[config.mk]
export PLATFORM = sky130hd
export DESIGN_NAME = lru_key_value_cache
export DESIGN_NICKNAME = d
export VERILOG_FILES = /design/src/hw/rtl/lkv_pkg.sv /design/src/hw/rtl/lkv_store.sv /design/src/hw/rtl/lkv_ctrl.sv /design/src/hw/rtl/lkv_out.sv /design/src/hw/rtl/lru_key_value_cache.sv
export SDC_FILE = /design/constraint.sdc
export NUM_CORES = 1
export LEC_CHECK = 0
export BUFFER_PORTS_ARGS = -buffer_cell sky130_fd_sc_hd__buf_2
export CORE_MARGIN = 2
export CORE_UTILIZATION = 55
export DETAILED_ROUTE_END_ITERATION = 8
export PLACE_DENSITY = 0.72
export SLEW_MARGIN = 30
export SYNTH_ARGS = -nofsm -noshare
export SYNTH_HDL_FRONTEND = slang
export SYNTH_HIERARCHICAL = 1
export SYNTH_SLANG_ARGS = --single-unit
[constraint.sdc]
create_clock -name clk -period 11 [get_ports clk]
set_clock_uncertainty 0.15 [all_clocks]
set_input_delay 0 -clock clk [delete_from_list [all_inputs] [get_ports clk]]
set_output_delay 0 -clock clk [all_outputs]
set_load 0.05 [all_outputs]
[src/hw/rtl/lkv_pkg.sv]
// Package for the LRU key/value cache: field widths, operation codes,
// the result record and reset constants. No dependencies.
`timescale 1ns / 1ps

package lkv_pkg;

	localparam int KEY_W           = 32;
	localparam int VAL_W           = 32;
	localparam int CAP_W           = 5;
	localparam int ENTRIES_DEFAULT = 16;
	localparam int DATA_IN_W       = 64;
	localparam int RES_W           = 1 + VAL_W + 1 + KEY_W;
	localparam int DATA_OUT_W      = 72;

	localparam logic [CAP_W-1:0] CAP_RESET  = 5'd16;
	localparam logic [VAL_W-1:0] MISS_VALUE = 32'hFFFF_FFFF;

	localparam logic OP_GET = 1'b0;
	localparam logic OP_PUT = 1'b1;

	typedef struct packed {
		logic [KEY_W-1:0] evicted_key;
		logic             evicted;
		logic [VAL_W-1:0] read_value;
		logic             found;
	} lkv_result_t;

endpackage

[src/hw/rtl/lkv_store.sv]
// Entry storage: key and value memories plus the recency rank memory,
// each with one write port and one registered read port. Uses lkv_pkg.
`timescale 1ns / 1ps

module lkv_store import lkv_pkg::*; #(
	parameter int ENTRIES = ENTRIES_DEFAULT,
	localparam int IW = (ENTRIES > 1) ? $clog2(ENTRIES) : 1,
	localparam int AW = IW
) (
	input  logic             clk,
	input  logic             kv_rd_en,
	input  logic [IW-1:0]    kv_rd_addr,
	output logic [KEY_W-1:0] kv_rd_key,
	output logic [VAL_W-1:0] kv_rd_value,
	input  logic             kv_wr_en,
	input  logic [IW-1:0]    kv_wr_addr,
	input  logic [KEY_W-1:0] kv_wr_key,
	input  logic [VAL_W-1:0] kv_wr_value,
	input  logic             age_rd_en,
	input  logic [IW-1:0]    age_rd_addr,
	output logic [AW-1:0]    age_rd_data,
	input  logic             age_wr_en,
	input  logic [IW-1:0]    age_wr_addr,
	input  logic [AW-1:0]    age_wr_data
);

	logic [KEY_W-1:0] key_mem [ENTRIES];
	logic [VAL_W-1:0] val_mem [ENTRIES];
	logic [AW-1:0]    age_mem [ENTRIES];

	always_ff @(posedge clk) begin
		if (kv_wr_en) begin
			key_mem[kv_wr_addr] <= kv_wr_key;
			val_mem[kv_wr_addr] <= kv_wr_value;
		end
		if (kv_rd_en) begin
			kv_rd_key   <= key_mem[kv_rd_addr];
			kv_rd_value <= val_mem[kv_rd_addr];
		end
	end

	always_ff @(posedge clk) begin
		if (age_wr_en) begin
			age_mem[age_wr_addr] <= age_wr_data;
		end
		if (age_rd_en) begin
			age_rd_data <= age_mem[age_rd_addr];
		end
	end

endmodule

[src/hw/rtl/lkv_ctrl.sv]
// Sequencer for the LRU key/value cache: scan pass, decision, rank update
// pass, valid bits, occupancy and capacity register. Uses lkv_pkg.
`timescale 1ns / 1ps

module lkv_ctrl import lkv_pkg::*; #(
	parameter int ENTRIES = ENTRIES_DEFAULT,
	localparam int IW = (ENTRIES > 1) ? $clog2(ENTRIES) : 1,
	localparam int AW = IW,
	localparam int CW = $clog2(ENTRIES + 1)
) (
	input  logic                 clk,
	input  logic                 arst_n,
	input  logic                 cfg_wr_en,
	input  logic [CAP_W-1:0]     cfg_wr_data,
	input  logic                 s_tvalid,
	output logic                 s_tready,
	input  logic [DATA_IN_W-1:0] s_tdata,
	input  logic                 s_tuser,
	output logic                 kv_rd_en,
	output logic [IW-1:0]        kv_rd_addr,
	input  logic [KEY_W-1:0]     kv_rd_key,
	input  logic [VAL_W-1:0]     kv_rd_value,
	output logic                 kv_wr_en,
	output logic [IW-1:0]        kv_wr_addr,
	output logic [KEY_W-1:0]     kv_wr_key,
	output logic [VAL_W-1:0]     kv_wr_value,
	output logic                 age_rd_en,
	output logic [IW-1:0]        age_rd_addr,
	input  logic [AW-1:0]        age_rd_data,
	output logic                 age_wr_en,
	output logic [IW-1:0]        age_wr_addr,
	output logic [AW-1:0]        age_wr_data,
	output logic                 res_push,
	output lkv_result_t          res_data,
	input  logic                 res_ready
);

	localparam int CMPW = (CW > CAP_W) ? CW : CAP_W;

	typedef enum logic [4:0] {
		ST_IDLE   = 5'b00001,
		ST_SCAN   = 5'b00010,
		ST_DECIDE = 5'b00100,
		ST_AGE    = 5'b01000,
		ST_DONE   = 5'b10000
	} lkv_state_t;

	lkv_state_t         state_q;
	logic [CW-1:0]      cnt_q;
	logic [ENTRIES-1:0] valid_q;
	logic [CW-1:0]      occ_q;
	logic [CAP_W-1:0]   cap_q;

	logic               op_q;
	logic [KEY_W-1:0]   key_q;
	logic [VAL_W-1:0]   val_q;
	logic               hit_q;
	logic [IW-1:0]      hit_idx_q;
	logic [AW-1:0]      hit_age_q;
	logic [VAL_W-1:0]   hit_val_q;
	logic               any_q;
	logic [AW-1:0]      best_q;
	logic [IW-1:0]      victim_q;
	logic [KEY_W-1:0]   victim_key_q;
	logic               free_q;
	logic [IW-1:0]      free_idx_q;
	logic               touch_q;
	logic [IW-1:0]      zero_idx_q;
	lkv_result_t        res_q;

	logic               s_accept;
	logic               cnt_issue;
	logic               cnt_last;
	logic               rsp_live;
	logic [IW-1:0]      rsp_idx;
	logic               rsp_valid;
	logic               is_put;
	logic [CMPW-1:0]    cap_ext;
	logic [CMPW-1:0]    cap_eff;
	logic               need_evict;
	logic               drop_new;
	logic [IW-1:0]      slot;
	logic               do_insert;

	assign s_tready  = (state_q == ST_IDLE);
	assign s_accept  = s_tvalid && s_tready;
	assign cnt_issue = (cnt_q < CW'(ENTRIES));
	assign cnt_last  = (cnt_q == CW'(ENTRIES));
	assign rsp_live  = (cnt_q != '0);
	assign rsp_idx   = IW'(cnt_q - 1'b1);
	assign rsp_valid = valid_q[rsp_idx];
	assign is_put    = (op_q == OP_PUT);

	assign cap_ext    = CMPW'(cap_q);
	assign cap_eff    = (cap_ext > CMPW'(ENTRIES)) ? CMPW'(ENTRIES) : cap_ext;
	assign need_evict = (CMPW'(occ_q) >= cap_eff);
	assign drop_new   = need_evict && (occ_q == '0);
	assign do_insert  = is_put && !hit_q && !drop_new;
	assign slot = (need_evict && !(free_q && (free_idx_q < victim_q))) ? victim_q : free_idx_q;

	assign kv_rd_en    = (state_q == ST_SCAN) && cnt_issue;
	assign kv_rd_addr  = cnt_q[IW-1:0];
	assign age_rd_en   = ((state_q == ST_SCAN) || (state_q == ST_AGE)) && cnt_issue;
	assign age_rd_addr = cnt_q[IW-1:0];

	assign kv_wr_en    = (state_q == ST_DECIDE) && ((hit_q && is_put) || do_insert);
	assign kv_wr_addr  = hit_q ? hit_idx_q : slot;
	assign kv_wr_key   = key_q;
	assign kv_wr_value = val_q;

	assign age_wr_en   = (state_q == ST_AGE) && rsp_live;
	assign age_wr_addr = rsp_idx;

	always_comb begin
		if (rsp_idx == zero_idx_q) begin
			age_wr_data = '0;
		end else if (rsp_valid && (!touch_q || (age_rd_data < hit_age_q))) begin
			age_wr_data = AW'(age_rd_data + 1'b1);
		end else begin
			age_wr_data = age_rd_data;
		end
	end

	assign res_push = (state_q == ST_DONE);
	assign res_data = res_q;

	always_ff @(posedge clk or negedge arst_n) begin
		if (!arst_n) begin
			state_q <= ST_IDLE;
			cnt_q   <= '0;
			valid_q <= '0;
			occ_q   <= '0;
			cap_q   <= CAP_RESET;
		end else begin
			if (cfg_wr_en) begin
				cap_q <= cfg_wr_data;
			end
			unique case (state_q)
				ST_IDLE: begin
					cnt_q <= '0;
					if (s_accept) begin
						state_q <= ST_SCAN;
					end
				end
				ST_SCAN: begin
					cnt_q <= cnt_q + 1'b1;
					if (cnt_last) begin
						state_q <= ST_DECIDE;
					end
				end
				ST_DECIDE: begin
					cnt_q <= '0;
					if (hit_q) begin
						state_q <= ST_AGE;
					end else if (do_insert) begin
						state_q <= ST_AGE;
						if (need_evict) begin
							valid_q <= (valid_q & ~(ENTRIES'(1) << victim_q))
								| (ENTRIES'(1) << slot);
						end else begin
							occ_q <= occ_q + 1'b1;
							valid_q[slot] <= 1'b1;
						end
					end else begin
						state_q <= ST_DONE;
					end
				end
				ST_AGE: begin
					cnt_q <= cnt_q + 1'b1;
					if (cnt_last) begin
						state_q <= ST_DONE;
					end
				end
				ST_DONE: begin
					if (res_ready) begin
						state_q <= ST_IDLE;
					end
				end
				default: begin
					state_q <= ST_IDLE;
				end
			endcase
		end
	end

	always_ff @(posedge clk) begin
		if (s_accept) begin
			op_q   <= s_tuser;
			key_q  <= s_tdata[KEY_W-1:0];
			val_q  <= s_tdata[KEY_W +: VAL_W];
			hit_q  <= 1'b0;
			any_q  <= 1'b0;
			free_q <= 1'b0;
		end
		if ((state_q == ST_SCAN) && rsp_live) begin
			if (rsp_valid && (kv_rd_key == key_q)) begin
				hit_q     <= 1'b1;
				hit_idx_q <= rsp_idx;
				hit_age_q <= age_rd_data;
				hit_val_q <= kv_rd_value;
			end
			if (rsp_valid && (!any_q || (age_rd_data >= best_q))) begin
				any_q        <= 1'b1;
				best_q       <= age_rd_data;
				victim_q     <= rsp_idx;
				victim_key_q <= kv_rd_key;
			end
			if (!rsp_valid && !free_q) begin
				free_q     <= 1'b1;
				free_idx_q <= rsp_idx;
			end
		end
		if (state_q == ST_DECIDE) begin
			touch_q    <= hit_q;
			zero_idx_q <= hit_q ? hit_idx_q : slot;
			res_q <= '{
				evicted_key: (is_put && !hit_q && need_evict) ?
					(drop_new ? key_q : victim_key_q) : '0,
				evicted:     is_put && !hit_q && need_evict,
				read_value:  (hit_q && !is_put) ? hit_val_q : MISS_VALUE,
				found:       hit_q
			};
		end
	end

`ifndef NO_ASSERTIONS
	a_occ_matches_valid: assert property (@(posedge clk) disable iff (!arst_n)
		occ_q == CW'($countones(valid_q)))
		else $error("occupancy does not match the number of valid entries");

	a_occ_bound: assert property (@(posedge clk) disable iff (!arst_n)
		occ_q <= CW'(ENTRIES))
		else $error("occupancy above the entry count");

	a_accept_starts_scan: assert property (@(posedge clk) disable iff (!arst_n)
		s_accept |=> (state_q == ST_SCAN))
		else $error("accepted transaction did not start a scan");

	a_no_hit_evict: assert property (@(posedge clk) disable iff (!arst_n)
		(state_q == ST_DONE) |-> !(res_q.found && res_q.evicted))
		else $error("a hit reported an eviction");

	a_age_after_decide: assert property (@(posedge clk) disable iff (!arst_n)
		$rose(state_q == ST_AGE) |-> ($past(state_q) == ST_DECIDE))
		else $error("rank update pass entered without a decision");
`endif

endmodule

[src/hw/rtl/lkv_out.sv]
// Output register for the LRU key/value cache result stream.
// Holds one result so the sequencer can take the next transaction. Uses lkv_pkg.
`timescale 1ns / 1ps

module lkv_out import lkv_pkg::*; (
	input  logic                  clk,
	input  logic                  arst_n,
	input  logic                  res_push,
	input  lkv_result_t           res_data,
	output logic                  res_ready,
	output logic                  m_tvalid,
	input  logic                  m_tready,
	output logic [DATA_OUT_W-1:0] m_tdata
);

	logic        out_valid_q;
	lkv_result_t out_data_q;

	assign res_ready = !out_valid_q || m_tready;
	assign m_tvalid  = out_valid_q;
	assign m_tdata   = {{(DATA_OUT_W - RES_W){1'b0}}, out_data_q};

	always_ff @(posedge clk or negedge arst_n) begin
		if (!arst_n) begin
			out_valid_q <= 1'b0;
		end else if (res_push && res_ready) begin
			out_valid_q <= 1'b1;
		end else if (m_tready) begin
			out_valid_q <= 1'b0;
		end
	end

	always_ff @(posedge clk) begin
		if (res_push && res_ready) begin
			out_data_q <= res_data;
		end
	end

endmodule

[src/hw/rtl/lru_key_value_cache.sv]
// Usage: a fully associative key/value cache with least-recently-used
// replacement. Input transactions arrive on the s_ stream: s_tuser selects
// get or put, s_tdata carries the key and the value. Each transaction
// yields exactly one result transaction on the m_ stream.
// The capacity register is written through cfg_wr_en and cfg_wr_data; the
// user must write it only while the block is idle, which the block does not
// enforce. Capacities above ENTRIES act as ENTRIES. A transaction walks all
// ENTRIES slots through one memory read port to find a hit, the victim and
// a free slot, then walks them again to rewrite the recency ranks. Hits and
// insertions take both walks; get misses and puts dropped at capacity zero
// skip the second walk. The sequencer hands the result to the output
// register, which drives m_tvalid.
// One output register holds a finished result, so the next transaction is
// processed while the receiver stalls; the sequencer waits only when a
// second result is ready before the first is taken.
// Reset empties the cache (all valid bits cleared, occupancy zero) and sets
// the capacity to 16; no clearing pass is needed.
`timescale 1ns / 1ps

module lru_key_value_cache import lkv_pkg::*; #(
	parameter int ENTRIES = ENTRIES_DEFAULT
) (
	input  logic                  clk,
	input  logic                  arst_n,
	input  logic                  cfg_wr_en,
	input  logic [CAP_W-1:0]      cfg_wr_data,   // capacity_in_use
	input  logic                  s_tvalid,
	output logic                  s_tready,
	input  logic [DATA_IN_W-1:0]  s_tdata,       // lookup_key, write_value
	input  logic                  s_tuser,       // mode
	output logic                  m_tvalid,
	input  logic                  m_tready,
	output logic [DATA_OUT_W-1:0] m_tdata        // found, read_value, evicted, evicted_key
);

	localparam int IW = (ENTRIES > 1) ? $clog2(ENTRIES) : 1;
	localparam int AW = IW;

	logic             kv_rd_en;
	logic [IW-1:0]    kv_rd_addr;
	logic [KEY_W-1:0] kv_rd_key;
	logic [VAL_W-1:0] kv_rd_value;
	logic             kv_wr_en;
	logic [IW-1:0]    kv_wr_addr;
	logic [KEY_W-1:0] kv_wr_key;
	logic [VAL_W-1:0] kv_wr_value;
	logic             age_rd_en;
	logic [IW-1:0]    age_rd_addr;
	logic [AW-1:0]    age_rd_data;
	logic             age_wr_en;
	logic [IW-1:0]    age_wr_addr;
	logic [AW-1:0]    age_wr_data;
	logic             res_push;
	lkv_result_t      res_data;
	logic             res_ready;

	lkv_ctrl #(.ENTRIES(ENTRIES)) u_ctrl (
		.clk         (clk),
		.arst_n      (arst_n),
		.cfg_wr_en   (cfg_wr_en),
		.cfg_wr_data (cfg_wr_data),
		.s_tvalid    (s_tvalid),
		.s_tready    (s_tready),
		.s_tdata     (s_tdata),
		.s_tuser     (s_tuser),
		.kv_rd_en    (kv_rd_en),
		.kv_rd_addr  (kv_rd_addr),
		.kv_rd_key   (kv_rd_key),
		.kv_rd_value (kv_rd_value),
		.kv_wr_en    (kv_wr_en),
		.kv_wr_addr  (kv_wr_addr),
		.kv_wr_key   (kv_wr_key),
		.kv_wr_value (kv_wr_value),
		.age_rd_en   (age_rd_en),
		.age_rd_addr (age_rd_addr),
		.age_rd_data (age_rd_data),
		.age_wr_en   (age_wr_en),
		.age_wr_addr (age_wr_addr),
		.age_wr_data (age_wr_data),
		.res_push    (res_push),
		.res_data    (res_data),
		.res_ready   (res_ready)
	);

	lkv_store #(.ENTRIES(ENTRIES)) u_store (
		.clk         (clk),
		.kv_rd_en    (kv_rd_en),
		.kv_rd_addr  (kv_rd_addr),
		.kv_rd_key   (kv_rd_key),
		.kv_rd_value (kv_rd_value),
		.kv_wr_en    (kv_wr_en),
		.kv_wr_addr  (kv_wr_addr),
		.kv_wr_key   (kv_wr_key),
		.kv_wr_value (kv_wr_value),
		.age_rd_en   (age_rd_en),
		.age_rd_addr (age_rd_addr),
		.age_rd_data (age_rd_data),
		.age_wr_en   (age_wr_en),
		.age_wr_addr (age_wr_addr),
		.age_wr_data (age_wr_data)
	);

	lkv_out u_out (
		.clk       (clk),
		.arst_n    (arst_n),
		.res_push  (res_push),
		.res_data  (res_data),
		.res_ready (res_ready),
		.m_tvalid  (m_tvalid),
		.m_tready  (m_tready),
		.m_tdata   (m_tdata)
	);

endmodule
; Word-level counts from Yosys, hierarchy flattened
; Memories as Yosys holds them, arrays and structs flattened. A register that Yosys moved wholly into a read port is not among the register bits.
; Index checks and enable logic that the tools add are counted.
[op_classes]
muxes = 34
eq_ne = 12
add_sub_neg = 4
n_bitwise = 6
shift = 2
reduce_logical = 46
order_cmp = 9
[ops]
columns = cell, n
row1 = 5-bit 2-to-1 mux, 7
row2 = 32-bit == test, 1
row3 = 32-bit 2-to-1 mux, 1
row4 = 16-bit OR, 2
row5 = 1-bit by 4-bit << shifter with 16-bit output (first input constant), 2
row6 = 5-bit one-hot mux with 5 select lines, 1
row7 = 1-bit logical AND, 20
row8 = 1-bit 2-to-1 mux, 17
row9 = 16-bit bitwise AND, 1
row10 = 16-bit 2-to-1 mux, 1
row11 = 4-bit 2-to-1 mux, 4
row12 = 16-bit inverter, 1
row13 = 5-bit by 1-bit adder with 5-bit output (second input constant), 2
row14 = 5-bit == test (second input constant), 2
row15 = 4-bit by 5-bit less-than comparator with 1-bit output (second input constant), 2
row16 = 5-bit one-hot mux with 2 select lines, 1
row17 = 1-bit logical NOT, 9
row18 = 4-bit less-than comparator, 2
row19 = 4-bit AND reduction, 2
row20 = 2-bit AND reduction, 3
row21 = 5-bit by 1-bit == test with 1-bit output (second input constant), 1
row22 = 5-bit by 2-bit == test with 1-bit output (second input constant), 1
row23 = 5-bit by 3-bit == test with 1-bit output (second input constant), 1
row24 = 5-bit by 4-bit == test with 1-bit output (second input constant), 1
row25 = other kinds (19), 28
[word_totals]
n_memories = 3
out_inout_bits = 74
ff_bits = 325
word_cells = 144
in_bits = 75
ramBits = 1088
[memory_table]
columns = memory, depth, width, read_ports, rd_clocked_by_memory_dff, write_ports, line_no
row1 = u_store.key_mem, 16, 32, 1, 1, 1, lkv_store.sv:27  ; logic [KEY_W-1:0] key_mem [ENTRIES];
row2 = u_store.val_mem, 16, 32, 1, 1, 1, lkv_store.sv:28  ; logic [VAL_W-1:0] val_mem [ENTRIES];
row3 = u_store.age_mem, 16, 4, 1, 1, 1, lkv_store.sv:29  ; logic [AW-1:0] age_mem [ENTRIES];

; Longest topological paths before layout
[depth]
word_depth = 11
ltp_mapped = 13
ltp_nobuf = 11

; Cells and area by module
; The synthesis kept the hierarchy.
[modules_own_cells]
columns = mod, seq_area_each_um2, cells_each, n_inst, area_each_um2
row1 = lkv_store, 34713.3, 1777, 1, 42854.9
row2 = lkv_ctrl, 7539.7, 686, 1, 10558.9
row3 = lkv_out, 2006.9, 77, 1, 2084.5

; Worst setup path before layout
; Ideal clock, no wire load.
[synth_timing]
path_kind = register to register
start = reg u_ctrl.state_q[1]
end = mem u_store.key_mem[0][0] (enable)
path_stages_with_launch = 7
path_buffers = 0
setup_slack_ns = 2.801
required_ns = 10.285
t_arrival_ns = 7.484
setup_ns = 0.565
synth_period_minus_slack_ns = 8.199
path_cell_list = dfrtp_1 -> nor3_1 -> nand3b_1 -> inv_1 -> o311a_1 -> or3b_2 -> nor3_1
[synth_via]
elab_chain_len = 4
[synth_lines]
columns = element, line_no
row1 = from (decl), lkv_ctrl.sv:48  ; lkv_state_t state_q;
row2 = from (signal assigned), lkv_ctrl.sv:129  ; state_q <= ST_IDLE;
row3 = from (signal assigned), lkv_ctrl.sv:142  ; state_q <= ST_SCAN;
row4 = from (signal assigned), lkv_ctrl.sv:148  ; state_q <= ST_DECIDE;
row5 = 5-bit by 3-bit == test with 1-bit output, lkv_ctrl.sv:106  ; assign kv_wr_en = (state_q == ST_DECIDE) && ((hit_q && is_put) || do_insert);
row6 = 1-bit logical AND, lkv_ctrl.sv:106
row7 = net kv_wr_en, lru_key_value_cache.sv:43  ; logic kv_wr_en;
row8 = 1-bit 2-to-1 mux, lkv_store.sv:32  ; if (kv_wr_en) begin
row9 = 1-bit 2-to-1 mux (implied by the code), lkv_store.sv:33  ; key_mem[kv_wr_addr] <= kv_wr_key;
row10 = to (decl), lkv_store.sv:27
; The timed path passes the listed nets, and every way through them passes these cells.

; Worst setup path after layout
[layout_timing]
start = reg u_ctrl.cap_q[4] (netlist: u_ctrl/cap_ext[4])
end = mem u_store.key_mem[11][10] (enable)
[layout_via]
elab_cells_between_ends = 13
classes_between = order compare (2) / mux (5) / reduce/logical (6)
[layout_lines]
columns = element, line_no
row1 = from (decl), lkv_ctrl.sv:52  ; logic [CAP_W-1:0] cap_q;
row2 = from (signal assigned), lkv_ctrl.sv:136  ; cap_q <= cfg_wr_data;
row3 = 5-bit greater-than comparator, lkv_ctrl.sv:95  ; assign cap_eff = (cap_ext > CMPW'(ENTRIES)) ? CMPW'(ENTRIES) : cap_ext;
row4 = 5-bit 2-to-1 mux (*), lkv_ctrl.sv:95
row5 = 5-bit greater-or-equal comparator (*), lkv_ctrl.sv:96  ; assign need_evict = (CMPW'(occ_q) >= cap_eff);
row6 = 1-bit logical AND (*), lkv_ctrl.sv:99  ; assign slot = (need_evict && !(free_q && (free_idx_q < victim_q))) ? victim_q : free_idx_q;
row7 = 4-bit 2-to-1 mux (*), lkv_ctrl.sv:99
row8 = 4-bit 2-to-1 mux (*), lkv_ctrl.sv:107  ; assign kv_wr_addr = hit_q ? hit_idx_q : slot;
row9 = net kv_wr_addr[0], lru_key_value_cache.sv:44  ; logic [IW-1:0] kv_wr_addr;
; The timed path passes the listed nets; every way through them passes the cells marked *.

==> out/metrics.cfg <==
[outcome]
status=finished, final reports clean

[cts]
numCtsBuffers=147
cts_tree=built
cts_num_sinks=1481
cts.htree.levels=4
cts_hold_buf=155
cts_root_buffer=clkbuf_16
cts_resized=0
postCtsSetupBuffers=0
cts_max_path_buffers=3
clk_pin_slew_ns=0.06
clk_latency_ns=0.76

[sta]
finalMaxSlewViolations=0
hold_violations=0
fin_crit_ns=5.55
fin_hold_ws_ns=0.0686
rsz0062_at_grt=no
worst_pin_slew_ns=1.05
period_share=0.504
relSlewSlack=0.298
setup_viol=0
finalSetupTns_ns=0
clock.fmax_ghz=0.180

[worst_hold_path]
hold_end=u_ctrl/state_q[2]
hold_class=in -> reg
hold_path_depth=4
min-delay-start=s_tvalid

[layout]
area_growth_pct=15.3
nets=3004
drive_gt1_frac=0.248
diodes=0

[detailed_routing]
drc=0
ant_nets=0
firstDrtPassIters=5
drtIter0Drc=3141
vias_per_cell=6.25
drt_wl_total_um=119000
num_vias=27000
drt-wirelength-per-cell_um=27.5

[worst_setup_path]
crit_fanout=47
cp_cell_sequence=nor2b_1 > ha_1 > nand2b_1 > a31oi_1 > o21ai_1 > and3_2 > mux2i_1 > o21ai_1 > nand2_1 > nor2_4 > buf_4
cp_common_cell=o21ai_1
r2r_end=u_store/key_mem[11][10]
critPathBufInv=1
critical_path_required_ns=11.21
r2r-start=u_ctrl/cap_ext[4]
critical_path_arrival_ns=5.76
start_kind=register
worstSetupPathType=reg -> reg
reg2regPathDepth=11
critical_path_depth=11
startpoint=u_ctrl/cap_ext[4]
critPathTopFamily=simple AND/OR/NAND/NOR gates
cp_slowest_stage_delay_ns=0.87
rrSetupSlack_ns=5.45
slowest_stage=buf_4
cp-end-kind=register

[synthesis]
synth_flop_cell=edfxtp_1
synth-adder-area-share=0.00473
synth-seq-cells=1481
netlist_instances=2540
synthMuxAreaShare=0.118
synth_compound_gate_area_share=0.0322
synth_edf_count=1441
synth_area_per_cell_sq_um=21.8
synth_simple_gate_area_frac=0.0265
netlist_area_sq_um=55500
synth_top_family_by_area=multiplexers
async_flop_share=0.0250
synth_seq_area_share=0.798
synthXorXnorAreaFrac=0.00724
synth_warnings=6
synth_cell_types=58

[place]
dp_hpwl_um=62500
port_buffers=142
gp_congestion=0.837

[floorplan]
die_h_um=322
start_util=0.555
io_pins=149
die-area_sq_um=103000
floorplan.rows=116
dieWidth_um=322
coreArea_sq_um=100000

[job]
max-cap-violations=0

[grt]
grt_usage=0.234
overflow=0
antenna_found_initial=1
first_global_vias=28100
grt_pass1_wl_um=178000
grt_max_degree=115

[power]
power.density_nw_per_um2=210
p_leak_nw=20.4
ir_drop_mv=0.155
p_total_w=0.0134

==> cell usage in the layout (no fill, tap or decap), types with 5 or more instances in the layout <==
cell	synthesis	final
a22oi_1	132	132
bufinv_16	0	8
nand2_1	104	104
nand2b_1	44	44
clkbuf_16	0	148
clkbuf_1	64	33
buf_4	22	30
nand4_1	6	6
nor2_4	0	14
nand3b_1	6	6
nor4_1	11	10
o221a_2	32	32
clkinv_1	0	26
o21ai_0	41	38
xnor2_1	10	10
dlygate4sd3_1	0	154
xor2_1	34	34
nor3_1	19	14
nor2_1	61	44
nor3_2	0	5
o31ai_1	8	8
buf_6	14	10
mux2_2	6	6
buf_2	20	142
inv_1	23	21
mux4_2	273	273
clkinv_8	0	5
clkinv_2	0	25
a21o_1	7	7
conb_1	1	6
edfxtp_1	1441	1441
mux2i_1	20	20
nand3_1	18	18
ha_1	21	21
buf_12	0	5
nor2b_1	8	5
dfrtp_1	35	33
==> Yosys cell counts (14+ instances only) <==
cell type,instances,share of area
ha_1,21,0.0047
inv_1,23,0.0016
o221a_2,32,0.0065
nand3_1,18,0.0016
nand2_1,104,0.0070
nor2_1,61,0.0041
buf_4,22,0.0030
clkbuf_1,64,0.0043
mux2i_1,20,0.0036
o21ai_0,41,0.0037
dfrtp_1,35,0.016
edfxtp_1,1441,0.78
a22oi_1,132,0.018
nand2b_1,44,0.0050
buf_6,14,0.0028
buf_2,20,0.0018
mux4_2,273,0.11
xor2_1,34,0.0054
nor3_1,19,0.0017
==> through the flow <==
stage	instances	setup WS, ns	util	cell area [sq um]
final	4317	5.45	0.640	64000
after global routing	4317	5.20	0.640	64000
after CTS	4315	5.11	0.639	63900
after detailed placement	3900	5.18	0.578	57800
after global placement	3897	5.07	0.577	57700
after floorplan	2545	2.80	-	55500
==> tightest hold or removal path, cell delays in order <==
cell           delay (ns)
dlygate4sd3_1        0.52
buf_2                0.14
o221ai_1             0.16
nor2_1               0.11
==> layout make-up <==
cell class	instances	area, sq um
clock buffers	181	3830
clock inverters	79	752
fillers	6438	36000
inverters	23	91.3
multi-input cells	911	10700
flip-flops and latches	1481	44300
well taps	1298	1620
repair buffers	344	2770
==> power breakdown <==
part           switching (W)  internal, W  leakage (nW)
Clock                0.00208      0.00268          2.24
Sequential          0.000332      0.00667          13.6
Combinational       0.000911     0.000750          4.61
==> flip-flops by register name (all words and copies together), names as in the netlist, 5 cells and up <==
| register | count |
|---|---|
| u_ctrl/kv_wr_value | 32 |
| u_store/kv_rd_value | 32 |
| u_ctrl/victim_key_q | 32 |
| u_ctrl/kv_wr_key | 32 |
| u_ctrl/hit_val_q | 32 |
| u_store/age_mem | 64 |
| u_ctrl/cnt_q | 5 |
| u_store/kv_rd_key | 32 |
| u_ctrl/occ_q | 5 |
| u_ctrl/cap_ext | 5 |
| u_out/m_tdata | 66 |
| u_ctrl/state_q | 5 |
| u_ctrl/res_data | 66 |
| u_store/val_mem | 512 |
| u_ctrl/valid_q | 16 |
| u_store/key_mem | 512 |
==> metal layers <==
layer | up-vias | wire (um) | track usage | share of wire
met5 | - | 13 | 0 | 0.00011
met4 | 2 | 2230 | 0.0609 | 0.019
li1 | 11300 | - | - | -
met3 | 177 | 8540 | 0.0395 | 0.072
met1 | 14300 | 47600 | 0.323 | 0.40
met2 | 1214 | 60600 | 0.393 | 0.51
==> worst max path at each step <==
stage | to
CTS | u_store/key_mem[11][11]
global placement | u_store/val_mem[11][23]
floorplan | u_store/key_mem[0][0]
finish | u_store/key_mem[11][10]
global route | u_store/key_mem[9][7]
detailed placement | u_store/val_mem[11][26]
==> logic make-up (layout without fill, tap and decap cells) <==
kind of cell               Yosys count  count (layout)
adders and majority gates           21              21
and+or+nand+nor                    299             299
AOI/OAI and AO/OA                  237             237
buffers and inverters              153             627
xor gates and xnor gates            45              45
other                                1               6
muxes                              303             303
DFF                               1481            1481
Note: power is estimated with default switching activity, not from simulation.
